[config.mk]
export PLATFORM = sky130hd
export DESIGN_NAME = l2d_seq
export DESIGN_NICKNAME = d
export VERILOG_FILES = /design/src/rtl/l2d_pkg.sv /design/src/rtl/l2d_seq.sv
export SDC_FILE = /design/constraint.sdc
export NUM_CORES = 1
export LEC_CHECK = 0
export BUFFER_PORTS_ARGS = -buffer_cell sky130_fd_sc_hd__buf_4
export CAP_MARGIN = 20
export CORE_AREA = 2 2 58 101
export DETAILED_ROUTE_END_ITERATION = 7
export DIE_AREA = 0 0 60 103
export HOLD_SLACK_MARGIN = 0.02
export PLACE_DENSITY = 0.6
export SYNTH_ARGS = -nofsm -noshare
export SYNTH_HDL_FRONTEND = slang
export SYNTH_SLANG_ARGS = --single-unit
[constraint.sdc]
create_clock -name clk -period 3.9 [get_ports clk]
set_input_delay 0.39 -clock clk [delete_from_list [all_inputs] [get_ports clk]]
set_output_delay 0.39 -clock clk [all_outputs]
set_load 0.1 [all_outputs]
[src/rtl/l2d_pkg.sv]
`timescale 1ns / 1ps
package l2d_pkg;

	localparam int MAX_ROW_WIDTH = 4096;
	localparam int COL_W         = $clog2(MAX_ROW_WIDTH);
	localparam int WIDTH_W       = COL_W + 1;
	localparam int DATA_W        = 32;
	localparam int CFG_IDX_W     = 1;

	// configuration register indexes
	localparam logic [CFG_IDX_W-1:0] REG_ROW_WIDTH = 1'd0;
	localparam logic [CFG_IDX_W-1:0] REG_MODE      = 1'd1;

	typedef enum logic {
		MODE_PREDICT   = 1'b0,
		MODE_UNPREDICT = 1'b1
	} l2d_mode_t;

	// per-sample control decided when the sample is taken
	typedef struct packed {
		logic [COL_W-1:0] col;
		logic             first;
		logic             col0;
		logic             last;
	} l2d_ctl_t;

endpackage

[src/rtl/l2d_seq.sv]
`timescale 1ns / 1ps
module l2d_seq
	import l2d_pkg::*;
(
	input  logic                 clk,
	input  logic                 arst_n,
	input  logic                 cfg_we,
	input  logic [CFG_IDX_W-1:0] cfg_idx,
	input  logic [WIDTH_W-1:0]   cfg_wdata,
	input  logic                 take,
	input  logic                 start_frame,
	output l2d_ctl_t             ctl,
	output l2d_mode_t            mode
);

	logic [WIDTH_W-1:0] row_width_q;
	l2d_mode_t          mode_q;
	logic [COL_W-1:0]   column_q;
	logic               first_row_q;
	logic [WIDTH_W-1:0] eff_width;
	logic [WIDTH_W-1:0] col_next;

	always_ff @(posedge clk or negedge arst_n) begin
		if (!arst_n) begin
			row_width_q <= WIDTH_W'(MAX_ROW_WIDTH);
			mode_q      <= MODE_PREDICT;
		end else if (cfg_we) begin
			unique case (cfg_idx)
				REG_ROW_WIDTH: row_width_q <= cfg_wdata;
				REG_MODE:      mode_q      <= l2d_mode_t'(cfg_wdata[0]);
				default:       ;
			endcase
		end
	end

	// zero acts as one, oversize clips to the buffer depth
	always_comb begin
		if (row_width_q == '0) begin
			eff_width = WIDTH_W'(1);
		end else if (row_width_q > WIDTH_W'(MAX_ROW_WIDTH)) begin
			eff_width = WIDTH_W'(MAX_ROW_WIDTH);
		end else begin
			eff_width = row_width_q;
		end
	end

	always_comb begin
		ctl.col   = start_frame ? '0 : column_q;
		ctl.first = start_frame ? 1'b1 : first_row_q;
		ctl.col0  = (ctl.col == '0);
		col_next  = {1'b0, ctl.col} + WIDTH_W'(1);
		ctl.last  = (col_next >= eff_width);
	end

	always_ff @(posedge clk or negedge arst_n) begin
		if (!arst_n) begin
			column_q    <= '0;
			first_row_q <= 1'b1;
		end else if (take) begin
			column_q    <= ctl.last ? '0 : col_next[COL_W-1:0];
			first_row_q <= ctl.last ? 1'b0 : ctl.first;
		end
	end

	assign mode = mode_q;

endmodule

==> flow_summary.yaml <==
cts:
  cts.path.max_buffers: 2
  h-tree-depth: 1
  cts_setup_buffers: 0
  cts.sinks: 27
  cts_tree: "yes"
  numCtsBuffers: 3
  root_buffer: "clkbuf_8"
  clock_latency_ns: 0.27
  clkTransAtPathRegs_ns: 0.10
detailed_routing:
  ant_nets: 0
  drtIter0Drc: 37
  wl_per_cell_um: 13.5
  wl_mm: 4.04
  dr.pass1.iters: 4
  viasPerCell: 4.85
  post-route-drc-count: 0
  vias: 1456
placed_design:
  post-dp-hpwl_mm: 3.20
  port_buffers: 34
  dpl.cell_count: 295
  finalWeightedCongestion: 0.779
final_layout:
  mostFrequentLayoutCell: "buf_4"
  nets: 259
  instances_no_fill: 300
  layout_common_cells: "buf_4, nand2_1, dfrtp_1"
  drive_gt1_share_pct: 30.8
  n_antenna_cell: 0
  synthToLayoutAreaGrowth_pct: 21.0
timing:
  hold_viol: 0
  rsz0062_at_grt: "false"
  finalMaxSlewViolations: 0
  fin_skew_ns: 0.00270
  fin_tns_setup_ns: 0
  finalCritPeriodShare_pct: 91.0
  clock.fmax_mhz: 282
  setup_viol: 0
  tightestPinTransition_ns: 0.365
  relSlewSlack_pct: 75.6
  fin_crit_ns: 3.55
floorplanning:
  die_area_um2: 6180
  placementRows: 36
  fp.coreArea_um2: 5450
  die_w_um: 60
  initial_core_util_pct: 33.2
  die_y_um: 103
  io_pins: 35
worst_setup_path:
  r2r-end: "first_row_q"
  worst-setup-path-type: "reg2out"
  slowest_stage: "or4_4"
  rrSetupSlack_ns: 0.84
  worst-path-buf-inv: 3
  crit_path_end_kind: "output pin"
  crit_family: "simple AND/OR/NAND/NOR gates"
  critical_path_arrival_ns: 3.16
  rr_worst_depth: 14
  critPathLaunchType: "flip-flop"
  cp.required_ns: 3.51
  worstPathMaxFanout: 5
  critPathMaxStageDelay_ns: 0.57
  crit_chain: "nand2b_1 > clkinvlp_4 > ha_1 > nand3_1 > or4_4 > xnor2_2 > ha_1 > a21oi_1 > o21ai_0 > a21oi_1 > o31a_1 > inv_1 > buf_4"
  reg2reg_from: "column_q[0]"
outcome:
  status: "complete, no violations"
global_route:
  grt_use_met3_pct: 1.88
  grt_start_max_net_pins: 28
  grt_usage_pct: 14.0
  grt_pass1_wl_mm: 6.62
  top_usage_layer: "met2"
  use_met1_pct: 16.6
  grt_pass1_vias: 1404
  grt_use_met2_pct: 25.6
  grt-ovfl-total: 0
  antenna_found_initial: 0
logic_synthesis:
  yosysWarnings: 0
  syn_area_um2: 1810
  synth-compound-area-share_pct: 9.69
  postSynthCellCount: 193
  synth_edf_count: 0
  ys_seq_elements: 27
  seq_area_frac_synth_pct: 37.5
  avgSynthCellArea_um2: 9.37
  synth_top_family_by_area: "simple AND/OR/NAND/NOR gates"
  synth-simple-area-share_pct: 22.8
  synthArstFlopShare_pct: 100
  synth_ff_type: "dfrtp_1"
  synthXorXnorAreaFrac_pct: 5.26
  synth.distinct_cells: 41
  synthMuxAreaShare_pct: 8.10
  syn_nets: 227
  synth_adder_area_share_pct: 10.4
job:
  cap_violations: 0
power:
  leakage_nw: 1.06
  power_density_nw_per_um2: 326
  vdd_ir_drop_max_uv: 216
worst_hold_path:
  hold_path_class: "in2async"
==> worst max-delay path by stage <==
stage	from	endpoint	slack (ns)	cells after the start
final	column_q[0]	ctl[0]	0.35	13
after global routing	column_q[0]	ctl[0]	0.01	13
after CTS	column_q[0]	ctl[0]	0.29	13
after detailed placement	start_frame	ctl[0]	0.37	14
after global placement	start_frame	ctl[0]	0.42	14
after floorplan	start_frame	ctl[0]	0.02	16
==> cells by family (layout without fill, tap and decap cells) <==
logic type | count (synthesis) | count (layout)
buf+inv | 27 | 58
compound gates | 28 | 28
simple gates | 73 | 73
mux | 13 | 13
xor+xnor | 10 | 10
flops | 27 | 27
fa+ha+maj | 15 | 15
==> cell usage after synthesis, types with 2 or more instances <==
master | n | area [µm²]
a21oi_1 | 8 | 40.0
a31oi_1 | 2 | 12.5
buf_2 | 4 | 20.0
clkbuf_1 | 4 | 15.0
dfrtp_1 | 25 | 626
dfstp_2 | 2 | 52.6
ha_1 | 15 | 188
inv_1 | 18 | 67.6
mux2_2 | 13 | 146
nand2_1 | 28 | 105
nand2b_1 | 3 | 18.8
nand3_1 | 6 | 30.0
nand3b_1 | 3 | 22.5
nand4_1 | 2 | 12.5
nor2_1 | 9 | 33.8
nor2b_1 | 4 | 25.0
nor3_1 | 2 | 10.0
nor4_1 | 4 | 25.0
o21ai_0 | 4 | 20.0
o22ai_1 | 9 | 56.3
xnor2_1 | 6 | 52.6
xor2_1 | 3 | 26.3
==> through the flow <==
step                cell area [µm²]  util (%)  worst slack [ns]  hold WS [ns]  power (W)
finish                         2190      40.2             0.350        0.0157   0.000713
global route                   2190      40.2            0.0140        0.0388   0.000755
CTS                            2170      39.9             0.293        0.0247   0.000723
detailed placement             2130      39.1             0.369         0.329   0.000558
global placement               2130      39.1             0.421         0.327   0.000555
floorplan                      1820         -            0.0179        0.0944   0.000497
==> state kept, by name, summed over array words and instances (netlist names) <==
| signal | cells |
|---|---|
| row_width_q | 13 |
| column_q | 12 |
| first_row_q | 1 |
| mode | 1 |
==> per-layer routing <==
metal,up-vias,routed length [µm]
met5,-,0
met4,0,44
met3,2,134
met2,27,2220
met1,698,1640
li1,729,-
==> worst register-to-register path, delay by kind of cell, from the launching register on <==
kind	cells	cell delay [ns]
simple gates	3	0.82
compound gates	5	0.68
fa+ha+maj	2	0.52
flops	1	0.44
buf+inv	3	0.37
xor+xnor	1	0.16
==> layout make-up <==
| type | instances | area, µm² |
|---|---|---|
| clock buffer | 4 | 45.0 |
| fill | 545 | 3260 |
| inverter | 18 | 75.1 |
| multi-input combinational | 139 | 1020 |
| sequential | 27 | 678 |
| tap | 76 | 95.1 |
| timing repair buffer | 36 | 270 |
==> where the power goes <==
group | switching [W] | internal [W]
Sequential | 0.0000244 | 0.000309
Combinational | 0.000139 | 0.0000770
Clock | 0.0000907 | 0.0000732
==> repair_timing <==
item                       CTS  global route
hold buffers                 0             0
hold endpoints to repair     0             0
setup endpoints to repair    0             1
gates resized for setup      0             1
(Power assumes the default switching activity.)
