$ cat src/rtl/l2d_pkg.sv
`timescale 1ns / 1ps
package l2d_pkg;

	localparam int MAX_ROW_WIDTH = 4096;
	localparam int COL_W         = $clog2(MAX_ROW_WIDTH);
	localparam int WIDTH_W       = COL_W + 1;
	localparam int DATA_W        = 32;
	localparam int CFG_IDX_W     = 1;

	// configuration register indexes
	localparam logic [CFG_IDX_W-1:0] REG_ROW_WIDTH = 1'd0;
	localparam logic [CFG_IDX_W-1:0] REG_MODE      = 1'd1;

	typedef enum logic {
		MODE_PREDICT   = 1'b0,
		MODE_UNPREDICT = 1'b1
	} l2d_mode_t;

	// per-sample control decided when the sample is taken
	typedef struct packed {
		logic [COL_W-1:0] col;
		logic             first;
		logic             col0;
		logic             last;
	} l2d_ctl_t;

endpackage

$ cat src/rtl/l2d_dpath.sv
`timescale 1ns / 1ps
module l2d_dpath
	import l2d_pkg::*;
(
	input  logic              clk,
	input  logic              arst_n,
	input  logic              take,
	input  logic [DATA_W-1:0] sample,
	input  l2d_ctl_t          ctl,
	input  l2d_mode_t         mode,
	input  logic              out_ready,
	output logic              advance,
	output logic              out_valid,
	output logic [DATA_W-1:0] out_value,
	output logic              out_row_end,
	output logic              buf_we,
	output logic [COL_W-1:0]  buf_waddr,
	output logic [DATA_W-1:0] buf_wdata,
	input  logic [DATA_W-1:0] buf_rdata
);

	logic              v_s1;
	logic [DATA_W-1:0] sample_s1;
	l2d_ctl_t          ctl_s1;
	logic              fwd_hit_s1;
	logic [DATA_W-1:0] fwd_data_s1;

	logic              v_s2;
	logic [DATA_W-1:0] sample_s2;
	l2d_ctl_t          ctl_s2;
	logic [DATA_W-1:0] below_s2;

	logic [DATA_W-1:0] left_q;
	logic [DATA_W-1:0] below_left_q;
	logic              out_v_q;
	logic [DATA_W-1:0] value_q;
	logic              row_end_q;

	logic [DATA_W-1:0] below_sel;
	logic [DATA_W-1:0] pred;
	logic [DATA_W-1:0] orig;
	logic [DATA_W-1:0] res;

	assign advance = !out_v_q || out_ready;

	always_ff @(posedge clk or negedge arst_n) begin
		if (!arst_n) begin
			v_s1    <= 1'b0;
			v_s2    <= 1'b0;
			out_v_q <= 1'b0;
		end else if (advance) begin
			v_s1    <= take;
			v_s2    <= v_s1;
			out_v_q <= v_s2;
		end
	end

	// capture the entry being written on the edge the read is issued
	always_ff @(posedge clk) begin
		if (take) begin
			sample_s1   <= sample;
			ctl_s1      <= ctl;
			fwd_hit_s1  <= buf_we && (buf_waddr == ctl.col);
			fwd_data_s1 <= buf_wdata;
		end
	end

	// newest writer wins: sample in s2, then the captured write, then the buffer
	always_comb begin
		if (v_s2 && (ctl_s2.col == ctl_s1.col)) begin
			below_sel = orig;
		end else if (fwd_hit_s1) begin
			below_sel = fwd_data_s1;
		end else begin
			below_sel = buf_rdata;
		end
	end

	always_ff @(posedge clk) begin
		if (advance && v_s1) begin
			sample_s2 <= sample_s1;
			ctl_s2    <= ctl_s1;
			below_s2  <= below_sel;
		end
	end

	always_comb begin
		if (ctl_s2.first) begin
			pred = ctl_s2.col0 ? '0 : left_q;
		end else if (ctl_s2.col0) begin
			pred = below_s2;
		end else begin
			pred = left_q + below_s2 - below_left_q;
		end
		if (mode == MODE_UNPREDICT) begin
			orig = sample_s2 + pred;
			res  = orig;
		end else begin
			orig = sample_s2;
			res  = sample_s2 - pred;
		end
	end

	always_ff @(posedge clk or negedge arst_n) begin
		if (!arst_n) begin
			left_q       <= '0;
			below_left_q <= '0;
		end else if (advance && v_s2) begin
			left_q       <= orig;
			below_left_q <= below_s2;
		end
	end

	always_ff @(posedge clk) begin
		if (advance && v_s2) begin
			value_q   <= res;
			row_end_q <= ctl_s2.last;
		end
	end

	assign buf_we      = advance && v_s2;
	assign buf_waddr   = ctl_s2.col;
	assign buf_wdata   = orig;
	assign out_valid   = out_v_q;
	assign out_value   = value_q;
	assign out_row_end = row_end_q;

endmodule

$ cat config.mk
export PLATFORM = sky130hd
export DESIGN_NAME = l2d_dpath
export DESIGN_NICKNAME = d
export VERILOG_FILES = /design/src/rtl/l2d_pkg.sv /design/src/rtl/l2d_dpath.sv
export SDC_FILE = /design/constraint.sdc
export NUM_CORES = 1
export LEC_CHECK = 0
export BUFFER_PORTS_ARGS = -buffer_cell sky130_fd_sc_hd__buf_2
export CAP_MARGIN = 10
export CORE_MARGIN = 3
export CORE_UTILIZATION = 62
export CTS_BUF_LIST = sky130_fd_sc_hd__clkbuf_4
export CTS_CLUSTER_DIAMETER = 150
export DETAILED_ROUTE_END_ITERATION = 8
export PLACE_DENSITY_LB_ADDON = 0.08
export SYNTH_ARGS = -nofsm -noshare
export SYNTH_HDL_FRONTEND = slang
export SYNTH_SLANG_ARGS = --single-unit
$ cat constraint.sdc
create_clock -name clk -period 9.6 [get_ports clk]
set_input_delay 2.88 -clock clk [delete_from_list [all_inputs] [get_ports clk]]
set_output_delay 2.88 -clock clk [all_outputs]
set_load 0.01 [all_outputs]
==> impl_metrics.csv <==
group,metric,value,unit
run_status,status,"finished, final reports clean",
synthesis,synth_compound_area_share,18.43,%
placement,io_buffers,163,
layout,layout_commonest_cell,"inv_1",
drt,ant_nets,0,
layout,nets,2101,
clocking,clk_latency,0.69,ns
placement,place_congestion,0.9427,
hold_path,hold_path_class,"reg2reg",
drt,drc,0,
floorplanning,chipHeight,170.7,um
synthesis,synthesis.area,16820,sq um
drt,initialDrtViolationCount,1349,
synthesis,synth_fa_ha_area_share,10.99,%
synthesis,yosys.area.top_type,"edfxtp_1",
drt,totalWireLength,46.38,mm
drt,vias_per_cell,5.968,
clocking,h-tree-depth,3,
synthesis,synth_flop_cell,"edfxtp_1",
synthesis,synth-edff-count,192,
global_route,grt_usage,31.83,%
floorplanning,start_util,63.82,%
critical_path,setup.worst_path.end,"buf_wdata[31]",
synthesis,synth-simple-area-share,11.27,%
timing,fmax,106.7,MHz
synthesis,yosysWarnings,0,
synthesis,syn_inst,1728,
global_route,grt_max_degree,117,
timing,hold_violations,0,
global_route,antenna_found_initial,2,
drt,dr.pass1.iters,5,
synthesis,synthMuxAreaShare,2.499,%
critical_path,ff2ff_setup_slack,3.32,ns
timing,slew_headroom,22.42,%
critical_path,crit_type,"reg2out",
critical_path,cp_max_fo,14,
synthesis,netlist_top_cells_area,"edfxtp_1, dfrtp_1, ha_1",
timing,whs,0.3813,ns
synthesis,synth_fp_nets,1940,
floorplanning,die_area,29140,sq um
critical_path,worstPathArrival,6.49,ns
critical_path,required,6.72,ns
critical_path,reg2regPathDepth,23,
critical_path,worstReg2RegStart,"below_s2[1]",
critical_path,crit_path_start_kind,"register",
timing,maxSlewViolCount,0,
placement,dp_hpwl,34.10,mm
clocking,clk_pin_slew,0.07,ns
floorplanning,die_w,170.7,um
timing,clock_skew,0.07449,ns
floorplanning,core-area,26350,sq um
floorplanning,boundaryPins,164,
clocking,clock_path_buffers,3,
global_route,grt_pass1_wl,72.10,mm
timing,period_needed,9.372,ns
critical_path,cp-startpoint,"left_q[2]",
drt,wl_per_cell,20.35,um
critical_path,regToRegEndpoint,"out_value[29]",
clocking,cts_tree,"built",
critical_path,endpoint_kind,"output pin",
layout,syn_to_final_growth,12.44,%
synthesis,synth_xor_area_share,5.415,%
global_route,grt-ovfl-total,0,
layout,nFillCells,1959,
drt,vias,13600,
timing,period_share,97.63,%
clocking,cts_buffers,70,
run,cap_violations,0,
floorplanning,fp-row-count,59,
layout,mostFrequentLayoutCells,"inv_1, edfxtp_1, buf_2, nand2_1, a21oi_1",
timing,setup_viol,0,
synthesis,syn_area_per_cell,9.734,sq um
synthesis,ys_types,83,
synthesis,async_flop_share,25.87,%
clocking,cts-root-buf,"clkbuf_4",
layout,drive_gt1_share,18.63,%
timing,worst_pin_slew,1.164,ns
synthesis,ys_seq_area_share,44.25,%
global_route,grt_pass1_vias,13060,
synthesis,synth_top_family_by_area,"compound AO/OA/AOI/OAI gates",
synthesis,synth.top_cell.area_share,34.28,%
synthesis,synth-seq-cells,259,
clocking,clock-sinks,259,
==> critical path, cell delays in order (launching register included) <==
cell,delay (ns)
dfrtp_1,0.38
inv_1,0.07
fa_1,0.49
inv_1,0.04
ha_1,0.35
a21o_1,0.14
a21o_1,0.20
a211oi_4,0.10
nor4_1,0.43
a21oi_2,0.12
buf_4,0.17
buf_4,0.13
o311ai_1,0.50
a2111oi_0,0.21
a31oi_1,0.28
nand3_1,0.28
ha_4,0.46
nand4_1,0.18
or3_1,0.40
o211ai_2,0.18
xnor2_1,0.11
or3_4,0.35
nand2_1,0.11
buf_2,0.15
==> what timing repair did <==
item                                    in CTS  in global routing
hold buffers                                 0                  0
endpoints found under the setup margin       4                 15
gates resized for setup                      2                 38
setup buffers                                2                  1
pin swaps                                    0                  9
cloned                                       0                  0
==> synth_stat cells, drive strengths merged (4+ instances only) <==
master,n
nand2b,11
nor2b,37
buf,32
inv,211
o21bai,16
a21o,29
a31oi,19
o31ai,14
xnor2,77
ha,95
o211ai,14
a2111oi,5
and3,13
nand3,20
a211oi,39
nor3,24
dfrtp,67
nand2,157
or3,8
and2,9
mux2,8
fa,33
a221oi,4
a21oi,141
nand4,18
a31o,5
nor3b,4
o21ai,146
nor4,12
nor2,85
o21a,11
edfxtp,192
mux2i,33
xor2,27
o311ai,4
clkbuf,58
==> worst min path at each step <==
stage / start / to / slack [ns] / cells after the start
after floorplan: ctl_s1[0] / ctl_s2[0] / 0.40 / 0
after global placement: sample_s1[26] / sample_s2[26] / 0.40 / 0
after detailed placement: ctl_s1[1] / ctl_s2[1] / 0.40 / 0
after CTS: ctl_s1[1] / ctl_s2[1] / 0.37 / 0
after global routing: ctl_s1[1] / ctl_s2[1] / 0.40 / 0
final: ctl_s1[1] / ctl_s2[1] / 0.38 / 0
==> cells by family (layout without fill, tap and decap cells) <==
group / Yosys count / after routing
compound gates: 490 / 490
simple gates: 405 / 405
buf+inv: 301 / 516
flops: 259 / 259
fa+ha+maj: 128 / 128
xor+xnor: 104 / 104
mux: 41 / 41
other cells: 0 / 1
==> layer usage <==
layer,global-route usage [%],share of wire [%],routed length [um]
met1,49.23,46,21310
met2,45.66,43,19740
met3,6.862,9.5,4395
met4,8.395,2.0,937
met5,0,0,0
==> registers in the layout (all words and copies together), names as in the netlist, 15 cells and up <==
name	count
below_left_q	32
below_s2	32
fwd_data_s1	32
left_q	32
out_value	32
sample_s1	32
sample_s2	32
ctl_s1	15
==> metrics by stage <==
| step | setup slack (ns) | utilization, % | setup TNS [ns] | cells | area, sq um |
|---|---|---|---|---|---|
| 2_1_floorplan | 1.560 | - | 0 | 1728 | 16820 |
| 3_3_place_gp | 0.9465 | 67.43 | 0 | 2149 | 17770 |
| 3_5_place_dp | 0.7060 | 67.43 | 0 | 2149 | 17770 |
| 4_1_cts | 0.08879 | 71.11 | 0 | 2277 | 18740 |
| 5_1_grt | -0.01748 | 71.77 | -0.02251 | 2279 | 18910 |
| 6_report | 0.2277 | 71.77 | 0 | 2279 | 18910 |
==> cell type report <==
type	instances	area [sq um]	area share, %
diodes	1	2.502	0.01323
clock inverters	16	121.4	0.6417
multi-input cells	1168	8372	44.26
well taps	335	419.2	2.216
clock buffers	110	825.8	4.366
flip-flops and latches	259	7442	39.35
repair buffers	179	938.4	4.962
inverters	211	792.0	4.188
Power is left out: the tool's default activity adds up to more than one toggle a clock period on the data nets, which glitch-free logic cannot reach.
